## src/rtl/spq_pkg.sv

```systemverilog
package spq_pkg;

  localparam int unsigned FUNC_W = 2;
  localparam int unsigned SEV_W  = 8;
  localparam int unsigned PAY_W  = 32;
  localparam int unsigned IN_W   = 48;

  localparam logic [FUNC_W-1:0] FUNC_INSERT = 2'd0;
  localparam logic [FUNC_W-1:0] FUNC_REMOVE = 2'd1;
  localparam logic [FUNC_W-1:0] FUNC_CLEAR  = 2'd2;

  typedef enum logic [5:0] {
    ST_IDLE     = 6'b000001,
    ST_INS_RD   = 6'b000010,
    ST_INS_CMP  = 6'b000100,
    ST_REM_RD   = 6'b001000,
    ST_REM_WAIT = 6'b010000,
    ST_RESULT   = 6'b100000
  } state_e;

  typedef struct packed {
    logic in_ready;
    logic load;
    logic set_k;
    logic dec_k;
    logic rd_tail;
    logic rd_head;
    logic wr_new;
    logic wr_old;
    logic ins_done;
    logic pop;
    logic clear;
    logic push_out;
  } cmd_t;

  typedef struct packed {
    logic in_valid;
    logic is_ins;
    logic is_rem;
    logic is_clr;
    logic full;
    logic empty;
    logic k_zero;
    logic key_gt;
    logic out_free;
  } sts_t;

endpackage

```

## src/rtl/spq_ram.sv

```systemverilog
module spq_ram #(
  parameter int unsigned WIDTH = 8,
  parameter int unsigned DEPTH = 16
) (
  input  logic                     clk_i,
  input  logic                     we_i,
  input  logic [$clog2(DEPTH)-1:0] waddr_i,
  input  logic [WIDTH-1:0]         wdata_i,
  input  logic                     re_i,
  input  logic [$clog2(DEPTH)-1:0] raddr_i,
  output logic [WIDTH-1:0]         rdata_o
);

  logic [WIDTH-1:0] mem_q [DEPTH];
  logic [WIDTH-1:0] rdata_q;

  always_ff @(posedge clk_i) begin
    if (we_i) begin
      mem_q[waddr_i] <= wdata_i;
    end
    if (re_i) begin
      rdata_q <= mem_q[raddr_i];
    end
  end

  assign rdata_o = rdata_q;

endmodule

```

## src/rtl/spq_ctrl.sv

```systemverilog
module spq_ctrl (
  input  logic          clk_i,
  input  logic          rst_ni,
  input  spq_pkg::sts_t sts_i,
  output spq_pkg::cmd_t cmd_o
);
  import spq_pkg::*;

  state_e state_q, state_d;

  always_comb begin
    cmd_o   = '0;
    state_d = state_q;
    unique case (state_q)
      ST_IDLE: begin
        cmd_o.in_ready = 1'b1;
        if (sts_i.in_valid) begin
          cmd_o.load = 1'b1;
          priority if (sts_i.is_ins && !sts_i.full) begin
            cmd_o.set_k = 1'b1;
            state_d     = ST_INS_RD;
          end else if (sts_i.is_rem && !sts_i.empty) begin
            state_d = ST_REM_RD;
          end else begin
            cmd_o.clear = sts_i.is_clr && !sts_i.empty;
            state_d     = ST_RESULT;
          end
        end
      end
      ST_INS_RD: begin
        if (sts_i.k_zero) begin
          cmd_o.wr_new   = 1'b1;
          cmd_o.ins_done = 1'b1;
          state_d        = ST_RESULT;
        end else begin
          cmd_o.rd_tail = 1'b1;
          state_d       = ST_INS_CMP;
        end
      end
      ST_INS_CMP: begin
        if (sts_i.key_gt) begin
          cmd_o.wr_new   = 1'b1;
          cmd_o.ins_done = 1'b1;
          state_d        = ST_RESULT;
        end else begin
          cmd_o.wr_old = 1'b1;
          cmd_o.dec_k  = 1'b1;
          state_d      = ST_INS_RD;
        end
      end
      ST_REM_RD: begin
        cmd_o.rd_head = 1'b1;
        state_d       = ST_REM_WAIT;
      end
      ST_REM_WAIT: begin
        cmd_o.pop = 1'b1;
        state_d   = ST_RESULT;
      end
      ST_RESULT: begin
        if (sts_i.out_free) begin
          cmd_o.push_out = 1'b1;
          state_d        = ST_IDLE;
        end
      end
      default: state_d = ST_IDLE;
    endcase
  end

  always_ff @(posedge clk_i or negedge rst_ni) begin
    if (!rst_ni) begin
      state_q <= ST_IDLE;
    end else begin
      state_q <= state_d;
    end
  end

endmodule

```

## src/rtl/spq_dp.sv

```systemverilog
module spq_dp #(
  parameter int unsigned DEPTH = 16,
  parameter int unsigned OUT_W = 48
) (
  input  logic                      clk_i,
  input  logic                      rst_ni,
  input  spq_pkg::cmd_t             cmd_i,
  output spq_pkg::sts_t             sts_o,
  input  logic                      s_valid_i,
  input  logic [spq_pkg::IN_W-1:0]  s_data_i,
  output logic                      m_valid_o,
  input  logic                      m_ready_i,
  output logic [OUT_W-1:0]          m_data_o
);
  import spq_pkg::*;

  localparam int unsigned AW = $clog2(DEPTH);
  localparam int unsigned CW = $clog2(DEPTH + 1);

  logic [AW-1:0]    head_q;
  logic [CW-1:0]    count_q;
  logic [AW-1:0]    k_q;
  logic [SEV_W-1:0] sev_q;
  logic [PAY_W-1:0] pay_q;
  logic             res_ok_q;
  logic [SEV_W-1:0] res_sev_q;
  logic [PAY_W-1:0] res_pay_q;
  logic             m_valid_q;
  logic [OUT_W-1:0] m_data_q;

  logic [FUNC_W-1:0] in_func;
  logic [AW-1:0]     wr_addr;
  logic [AW-1:0]     rd_addr;
  logic [SEV_W-1:0]  key_rdata;
  logic [PAY_W-1:0]  pay_rdata;
  logic [SEV_W-1:0]  key_wdata;
  logic [PAY_W-1:0]  pay_wdata;
  logic              ram_we;

  function automatic logic [AW-1:0] slot_of(logic [AW-1:0] head, logic [AW-1:0] off);
    logic [AW:0] sum;
    sum = {1'b0, head} + {1'b0, off};
    if (sum >= (AW+1)'(DEPTH)) begin
      sum = sum - (AW+1)'(DEPTH);
    end
    return sum[AW-1:0];
  endfunction

  assign in_func = s_data_i[FUNC_W-1:0];

  assign sts_o.in_valid = s_valid_i;
  assign sts_o.is_ins   = in_func == FUNC_INSERT;
  assign sts_o.is_rem   = in_func == FUNC_REMOVE;
  assign sts_o.is_clr   = in_func == FUNC_CLEAR;
  assign sts_o.full     = count_q == CW'(DEPTH);
  assign sts_o.empty    = count_q == '0;
  assign sts_o.k_zero   = k_q == '0;
  assign sts_o.key_gt   = key_rdata > sev_q;
  assign sts_o.out_free = !m_valid_q || m_ready_i;

  assign wr_addr   = slot_of(head_q, k_q);
  assign rd_addr   = cmd_i.rd_head ? head_q : slot_of(head_q, k_q - AW'(1));
  assign ram_we    = cmd_i.wr_new || cmd_i.wr_old;
  assign key_wdata = cmd_i.wr_new ? sev_q : key_rdata;
  assign pay_wdata = cmd_i.wr_new ? pay_q : pay_rdata;

  spq_ram #(.WIDTH(SEV_W), .DEPTH(DEPTH)) u_key_ram (
    .clk_i,
    .we_i    (ram_we),
    .waddr_i (wr_addr),
    .wdata_i (key_wdata),
    .re_i    (cmd_i.rd_tail || cmd_i.rd_head),
    .raddr_i (rd_addr),
    .rdata_o (key_rdata)
  );

  spq_ram #(.WIDTH(PAY_W), .DEPTH(DEPTH)) u_pay_ram (
    .clk_i,
    .we_i    (ram_we),
    .waddr_i (wr_addr),
    .wdata_i (pay_wdata),
    .re_i    (cmd_i.rd_tail || cmd_i.rd_head),
    .raddr_i (rd_addr),
    .rdata_o (pay_rdata)
  );

  always_ff @(posedge clk_i or negedge rst_ni) begin
    if (!rst_ni) begin
      head_q    <= '0;
      count_q   <= '0;
      m_valid_q <= 1'b0;
    end else begin
      if (cmd_i.clear) begin
        count_q <= '0;
      end else if (cmd_i.ins_done) begin
        count_q <= count_q + CW'(1);
      end else if (cmd_i.pop) begin
        count_q <= count_q - CW'(1);
        head_q  <= slot_of(head_q, AW'(1));
      end
      if (cmd_i.push_out) begin
        m_valid_q <= 1'b1;
      end else if (m_ready_i) begin
        m_valid_q <= 1'b0;
      end
    end
  end

  always_ff @(posedge clk_i) begin
    if (cmd_i.load) begin
      sev_q     <= s_data_i[FUNC_W +: SEV_W];
      pay_q     <= s_data_i[FUNC_W+SEV_W +: PAY_W];
      res_sev_q <= '0;
      res_pay_q <= '0;
    end
    if (cmd_i.load) begin
      res_ok_q <= cmd_i.clear;
    end else if (cmd_i.ins_done || cmd_i.pop) begin
      res_ok_q <= 1'b1;
    end
    if (cmd_i.pop) begin
      res_sev_q <= key_rdata;
      res_pay_q <= pay_rdata;
    end
    if (cmd_i.set_k) begin
      k_q <= count_q[AW-1:0];
    end else if (cmd_i.dec_k) begin
      k_q <= k_q - AW'(1);
    end
    if (cmd_i.push_out) begin
      m_data_q <= OUT_W'({count_q, res_pay_q, res_sev_q, res_ok_q});
    end
  end

  assign m_valid_o = m_valid_q;
  assign m_data_o  = m_data_q;

endmodule

```

## src/rtl/sorted_priority_queue_core.sv

```systemverilog
// Throughput: one request at a time; an insert walks the tail through one RAM
//   read and one write per moved entry.
// Reset: head slot and count clear at once; the entry RAMs are not cleared.
module sorted_priority_queue_core #(
  parameter int unsigned DEPTH = 16
) (
  input  logic                                  clk_i,
  input  logic                                  rst_ni,
  input  logic                                  s_axis_tvalid_i,
  output logic                                  s_axis_tready_o,
  // func[1:0], severity[9:2], payload[41:10], zero pad
  input  logic [spq_pkg::IN_W-1:0]              s_axis_tdata_i,
  output logic                                  m_axis_tvalid_o,
  input  logic                                  m_axis_tready_i,
  // ok[0], out_severity[8:1], out_payload[40:9], occupancy above, zero pad
  output logic [((41+$clog2(DEPTH+1)+7)/8)*8-1:0] m_axis_tdata_o
);
  import spq_pkg::*;

  localparam int unsigned CW    = $clog2(DEPTH + 1);
  localparam int unsigned OUT_W = ((41 + CW + 7) / 8) * 8;

  cmd_t cmd;
  sts_t sts;

  spq_ctrl u_ctrl (
    .clk_i,
    .rst_ni,
    .sts_i (sts),
    .cmd_o (cmd)
  );

  spq_dp #(.DEPTH(DEPTH), .OUT_W(OUT_W)) u_dp (
    .clk_i,
    .rst_ni,
    .cmd_i     (cmd),
    .sts_o     (sts),
    .s_valid_i (s_axis_tvalid_i),
    .s_data_i  (s_axis_tdata_i),
    .m_valid_o (m_axis_tvalid_o),
    .m_ready_i (m_axis_tready_i),
    .m_data_o  (m_axis_tdata_o)
  );

  assign s_axis_tready_o = cmd.in_ready;

  a_busy_after_accept: assert property (@(posedge clk_i) disable iff (!rst_ni)
    s_axis_tvalid_i && s_axis_tready_o |=> !s_axis_tready_o)
    else $error("accepted a beat while busy");

  a_occ_bound: assert property (@(posedge clk_i) disable iff (!rst_ni)
    m_axis_tvalid_o |-> m_axis_tdata_o[41 +: CW] <= CW'(DEPTH))
    else $error("occupancy above depth");

  a_fail_zero: assert property (@(posedge clk_i) disable iff (!rst_ni)
    m_axis_tvalid_o && !m_axis_tdata_o[0] |-> m_axis_tdata_o[40:1] == '0)
    else $error("failed request carries entry data");

  a_one_cmd: assert property (@(posedge clk_i) disable iff (!rst_ni)
    $onehot0({cmd.clear, cmd.ins_done, cmd.pop}))
    else $error("conflicting count updates");

endmodule

```

## config.mk

```make
export PLATFORM = sky130hd
export DESIGN_NAME = sorted_priority_queue_core
export DESIGN_NICKNAME = d
export VERILOG_FILES = /design/src/rtl/spq_pkg.sv /design/src/rtl/spq_ram.sv /design/src/rtl/spq_ctrl.sv /design/src/rtl/spq_dp.sv /design/src/rtl/sorted_priority_queue_core.sv
export SDC_FILE = /design/constraint.sdc
export NUM_CORES = 1
export LEC_CHECK = 0
export BUFFER_PORTS_ARGS = -buffer_cell sky130_fd_sc_hd__buf_2
export CAP_MARGIN = 0
export CORE_ASPECT_RATIO = 1.2
export CORE_MARGIN = 5
export CORE_UTILIZATION = 30
export CTS_BUF_LIST = sky130_fd_sc_hd__clkbuf_8
export CTS_CLUSTER_SIZE = 12
export DETAILED_ROUTE_END_ITERATION = 10
export SYNTH_ARGS = -nofsm -noshare
export SYNTH_HDL_FRONTEND = slang
export SYNTH_SLANG_ARGS = --single-unit
```

## constraint.sdc

```tcl
create_clock -name clk_i -period 3.6 [get_ports clk_i]
set_clock_uncertainty 0.2 [all_clocks]
set_input_delay 0.54 -clock clk_i [delete_from_list [all_inputs] [get_ports clk_i]]
set_output_delay 0.54 -clock clk_i [all_outputs]
set_load 0.02 [all_outputs]
```

== After elaboration in Yosys (flattened, before gate mapping) ==
Memory sizes are Yosys's and may differ from the RTL's. A register that Yosys moved wholly into a read port is not among the register bits.
Index checks and enable logic that the tools add are counted.
Widths: inputs -> output; s select.

* Register bits: 147
* Memory bits (writable): 640
* Memories kept: 2
* Input bits: 52
* Output and inout port bits: 50
* Word-level logic and storage cells: 105

{| class="wikitable"
|+ Memories
! memory !! words !! bits a word !! read ports !! clocked after memory_dff !! wr ports !! RTL line !! text
|-
| u_dp.u_pay_ram.mem_q || 16 || 32 || 1 || 1 || 1 || spq_ram.sv:14 || <nowiki>logic [WIDTH-1:0] mem_q [DEPTH];</nowiki>
|-
| u_dp.u_key_ram.mem_q || 16 || 8 || 1 || 1 || 1 || spq_ram.sv:14 ||
|}

* Reduce and logical (&&, ||, !) cells: 20
* Equality and inequality tests: 11
* Multiplexer cells: 46
* Add/sub/neg operators: 9
* Order comparisons: 4
* Bitwise operators: 2

{| class="wikitable"
|+ Operators by type and width
! kind !! count
|-
| $mux 32 || 3
|-
| $mux 6 || 6
|-
| $pmux 6 s6 || 1
|-
| $mux 4 || 6
|-
| $mux 8 || 3
|-
| $mux 1 || 21
|-
| $sub 4x1->4 const B || 4
|-
| $ge 5x5->1 const B || 3
|-
| $mux 5 || 3
|-
| $add 4x4->5 || 2
|-
| $gt 8x8->1 || 1
|-
| $reduce_bool 2->1 || 4
|-
| $eq 6x1->1 const B || 1
|-
| $eq 6x2->1 const B || 1
|-
| $eq 6x3->1 const B || 1
|-
| $eq 6x4->1 const B || 1
|-
| $eq 6x5->1 const B || 1
|-
| $eq 6x6->1 const B || 1
|-
| $add 4x1->5 const B || 1
|-
| $add 5x1->5 const B || 1
|-
| $eq 5x5->1 const B || 1
|-
| $logic_not 5->1 || 1
|-
| $sub 5x1->5 const B || 1
|-
| $logic_not 4->1 || 1
|-
| other kinds (14) || 23
|}

== Longest topological paths before layout ==
* Depth after elaboration: 9
* Gate-level depth with buffers: 17
* Depth with buffers taken out: 15

== Modules after synthesis ==
A second synthesis with hierarchy kept.

* Cells, all modules: 1473
* Area total of the unflattened synthesis: 31732.9 sq um

{| class="wikitable"
|+ By module, submodules not included
! module !! area each (sq um) !! cells each !! sequential area each (sq um) !! times used
|-
| spq_ram (u_dp.u_pay_ram) || 20174.3 || 838 || 16335.7 || 1
|-
| spq_dp || 5868.1 || 355 || 4184.0 || 1
|-
| spq_ram (u_dp.u_key_ram) || 5227.5 || 229 || 4083.9 || 1
|-
| spq_ctrl || 462.9 || 51 || 151.4 || 1
|}

== Worst setup path before layout ==
No wires, ideal clock.

* Kind: reg-to-reg
* From: register u_dp.k_q[0]
* To: memory u_dp.u_key_ram.mem_q[4][0], in the netlist u_dp.u_key_ram.mem_q[1][0] (enable)
* Slack: -0.313 ns
* Data required time: 2.963 ns
* Period minus slack after synthesis: 3.913 ns
* Data arrival time: 3.275 ns
* Buffers on the path: 0
* Stages on the path, launching flop included: 5
* Library setup time: 0.437 ns
* Path through: edfxtp_1 ha_1 fa_1 or3_1 nor2_1

* Longest elaborated chain between the ends: 6
* Elaborated cells on any way between the ends: 10
* Classes of those cells: 2 x add/sub; 1 x order compare; 5 x mux; 2 x reduce/logical

{| class="wikitable"
|+ RTL lines
! element !! RTL line !! text
|-
| start, declared || spq_dp.sv:22 || <nowiki>logic [AW-1:0] k_q;</nowiki>
|-
| start signal, assigned || spq_dp.sv:126 || <nowiki>k_q <= count_q[AW-1:0];</nowiki>
|-
| start signal, assigned || spq_dp.sv:128 || <nowiki>k_q <= k_q - AW'(1);</nowiki>
|-
| branches (longest 6 deep; another with $add 4x4->5) || - ||
|-
| end, declared || spq_ram.sv:14 ||
|}

Parallel ways; which one is timed is not known.

== Final worst setup path ==
* From: register u_dp.k_q[0]
* To: register u_dp.u_pay_ram.rdata_q[16], in the netlist u_dp.u_pay_ram.rdata_o[16] (read register of u_dp.u_pay_ram.mem_q), data pin

* Longest elaborated chain between the ends: 5
* Elaborated cells on any way between the ends: 10
* Classes of those cells: 3 x add/sub; 1 x order compare; 4 x mux; 2 x reduce/logical

{| class="wikitable"
|+ RTL lines
! element !! RTL line !! text
|-
| $sub 4x1->4 || spq_dp.sv:62 || <nowiki>assign rd_addr = cmd_i.rd_head ? head_q : slot_of(head_q, k_q - AW'(1));</nowiki>
|-
| $add 4x4->5 || spq_dp.sv:42 || <nowiki>sum = {1'b0, head} + {1'b0, off};</nowiki>
|-
| $sub 4x1->4 or $ge 5x5->1 (tied branches) || spq_dp.sv:44, spq_dp.sv:43 ||
|-
| $mux 4 || spq_dp.sv:43 || <nowiki>if (sum >= (AW+1)'(DEPTH)) begin</nowiki>
|-
| $mux 4 || spq_dp.sv:62 ||
|-
| end, declared || spq_ram.sv:15 || <nowiki>logic [WIDTH-1:0] rdata_q;</nowiki>
|}

Several ways; a longest one is shown, not always the timed one.
A chain may end at the register's enable or synchronous reset.

==> flow_summary.toml <==
[outcome]
outcome = "completed"

[drt]
first_pass_iters = 5
drt-total-wl_um = 88300
wl_met1_um = 35600
routed.top_layer = "met4"
antenna_left = 0
post_drt_wl_per_cell_um = 24.1
met2_length_um = 43500
post_drt_via_cell_ratio = 5.22
vias = 19100
routed-wl-met3_um = 6660
drc_errors = 0
drt_iter0_markers = 1936

[final_layout]
nNetsFinal = 2250
area_delta_synth_final_pct = 20.4
layout.area.seq_um2 = 24800
fin_cells = 3657
final_area_um2 = 38000
multi_input_area_um2 = 6550
fill_cells = 9711
drive_gt1_frac = 0.214

[critical_path]
worstRegToRegCells = 13
critPathCaptureType = "register"
critPathLaunch = "u_dp.k_q[0]"
reg2reg_from = "u_dp.k_q[0]"
reg2reg_setup_slack_ps = 130
crit_path_end = "u_dp.u_pay_ram.rdata_o[16]"
cp.arrival_ps = 3740
worstPathRequired_ps = 3870
worstReg2RegEnd = "u_dp.u_pay_ram.rdata_o[16]"
path_class = "reg -> reg"
critPathMaxFanout = 22
startpoint_type = "register"

[timing]
rsz0062_at_grt = "no"
worstMarginPinSlew_ps = 712
fin_crit_ps = 3470
setup_violations = 0
fmax_ghz = 0.289
fin_tns_setup_ps = 0
relSlewSlack = 0.521
worst_slack_ps = 135
hold_viol_final = 0
slew_violations = 0
fin_crit_sh = 0.963

[die]
die_w_um = 306
die_y_um = 365
rows = 130
coreArea_um2 = 105000
die-area_um2 = 112000
pin_count = 102
initial_core_util = 0.302

[global_route]
grt.total_usage = 0.149
grt_overflow_total = 0
antenna_found_initial = 6
grt_first_pass_wirelength_um = 125000
grt_pass1_vias = 19400
grt_max_degree = 46

[cts]
clock_latency_ps = 760
cts_buffers = 117
cts_root_buffer = "clkbuf_8"
clk_pin_slew_ps = 70
clk_path_buf_depth = 3
h-tree-depth = 3
clock_sink_count = 827
cts_tree = "yes"

[worst_hold_path]
min_path_type = "reg -> reg"

[place]
place_inst = 3378
pre_cts_ws_ps = -19.4
portBuffers = 93
place.gp.congestion = 0.766
dp_hpwl_um = 45600
placed_cell_area_um2 = 34900

[pwr]
p_switching_w = 0.00779
combPwrFrac = 0.264
powerDensity_nw_per_um2 = 665
fin_total_pwr_w = 0.0253
switching_share = 0.308
p_seq_frac = 0.459
intPower_w = 0.0175
power.share.clock = 0.277
ir_drop_mv = 0.346
total_leakage_power_nw = 12.4

[logic_synthesis]
synthCells = 1887
yosys_warnings = 0
ys.flop_type = "edfxtp_1"
netlist-cell-type-count = 54
postSynthAreaPerCell_um2 = 16.7
ys_ff_latch = 827
async_reset_ff_frac = 0.0193
ys_seq_area_frac = 0.784
synth-edff-count = 811
syn-cell-area_um2 = 31600

[flow_run]
max_cap_viol_count = 0
==> cell usage after synthesis (19+ instances only) <==
master / instances / area, um^2
edfxtp_1: 811 / 24400
o22ai_1: 235 / 1470
a211oi_1: 112 / 841
nor2_1: 100 / 375
nand2_1: 65 / 244
clkbuf_1: 57 / 214
mux2_2: 45 / 507
and2_1: 39 / 244
buf_2: 34 / 170
nor4_1: 33 / 206
or3_1: 33 / 206
a31o_1: 29 / 254
nor3_1: 27 / 135
a21oi_1: 25 / 125
ha_1: 19 / 238
inv_1: 19 / 71.3
==> cell usage in the layout, fill, tap and decap left out, types with 23 or more instances in the layout <==
cell type / netlist / layout
clkbuf_8: 0 / 118
inv_1: 19 / 41
a21oi_1: 25 / 24
or3_1: 33 / 33
o22ai_1: 235 / 235
nor2_1: 100 / 83
mux2_2: 45 / 44
dlygate4sd3_1: 0 / 48
edfxtp_1: 811 / 811
clkinv_1: 0 / 34
nand2_1: 65 / 64
nor3_1: 27 / 27
buf_12: 0 / 44
buf_2: 34 / 93
a31o_1: 29 / 29
and2_1: 39 / 39
buf_4: 10 / 88
a211oi_1: 112 / 112
clkinv_2: 0 / 23
==> sequential cells by signal, indices dropped and copies added (netlist names) <==
| name | cells |
|---|---|
| u_dp.u_pay_ram.mem_q | 512 |
| u_dp.pay_q | 32 |
| u_dp.u_pay_ram.rdata_o | 32 |
| u_dp.res_ok_q | 1 |
| u_dp.res_pay_q | 32 |
| u_dp.count_q | 5 |
| u_dp.sev_q | 8 |
| u_dp.res_sev_q | 8 |
| u_dp.head_q | 4 |
| u_ctrl.state_q | 6 |
| u_dp.u_key_ram.rdata_o | 8 |
| u_dp.m_valid_o | 1 |
| u_dp.u_key_ram.mem_q | 128 |
| u_dp.k_q | 4 |
| u_dp.m_data_o | 46 |
==> worst min-delay path by stage <==
stage,start,to,slack [ps],cells past startpoint
global placement,u_dp.res_pay_q[1],u_dp.m_data_o[10],210,0
CTS,u_dp.res_sev_q[4],u_dp.m_data_o[5],200,0
floorplan,rst_ni,u_ctrl.state_q[1],40,0
global route,u_dp.res_sev_q[4],u_dp.m_data_o[5],220,0
finish,u_dp.res_sev_q[4],u_dp.m_data_o[5],200,0
detailed placement,u_dp.res_pay_q[1],u_dp.m_data_o[10],200,0
==> layout make-up <==
| class | instances | area share |
|---|---|---|
| Timing Repair Buffer | 281 | 0.0704 |
| Multi-Input combinational cell | 930 | 0.172 |
| Tap cell | 1386 | 0.0456 |
| Inverter | 19 | 0.00188 |
| Clock inverter | 93 | 0.0151 |
| Antenna cell | 3 | 0.000198 |
| Clock buffer | 118 | 0.0427 |
| Sequential cell | 827 | 0.652 |
==> kinds of logic after synthesis <==
kind of cell / after synthesis / share of synthesized area
compound gates: 471 / 0.103
xor+xnor: 17 / 0.00472
fa+ha+maj: 22 / 0.00944
buf+inv: 131 / 0.0184
flops: 827 / 0.784
mux: 66 / 0.0239
other cells: 1 / 0.000119
simple gates: 352 / 0.0563
==> per-stage QoR <==
stage                     utilization  hold slack, ps
after CTS                       0.360             198
final                           0.363             201
after global placement          0.334             206
after detailed placement        0.334             205
after global routing            0.363             217
after floorplan                     -            44.4
==> power by group through the flow <==
stage | clock network (W) | logic, W | registers, W
2_1_floorplan | 0 | 0.00348 | 0.0118
3_3_place_gp | 0 | 0.00608 | 0.0118
3_5_place_dp | 0 | 0.00616 | 0.0118
4_1_cts | 0.00717 | 0.00625 | 0.0116
5_1_grt | 0.00758 | 0.00711 | 0.0116
6_report | 0.00699 | 0.00668 | 0.0116
==> critical path, cell delays in order (launching register included) <==
cell and delay [ps]:
edfxtp_1 390, inv_2 70, ha_4 260, inv_1 60, fa_2 600, buf_6 180, nand2_1 80, or3_1 300
o31a_2 140, buf_4 270, o22ai_1 220, nor4_2 50, buf_4 140, a31o_1 180
==> what timing repair did <==
action                                 CTS  global route
buffers inserted                         0            10
endpoints found under the hold margin   61             0
hold buffers                            48             0
resized for setup                        1            22
pin swaps                                0             5
setup endpoints to repair                1            32
gates cloned                             0             7
==> metal layers <==
metal / up-vias / GRT usage
met1: 9765 / 0.191
met2: 876 / 0.254
li1: 8285 / -
met4: 0 / 0.0540
met5: - / 0
met3: 150 / 0.0266
(Power assumes the default switching activity.)
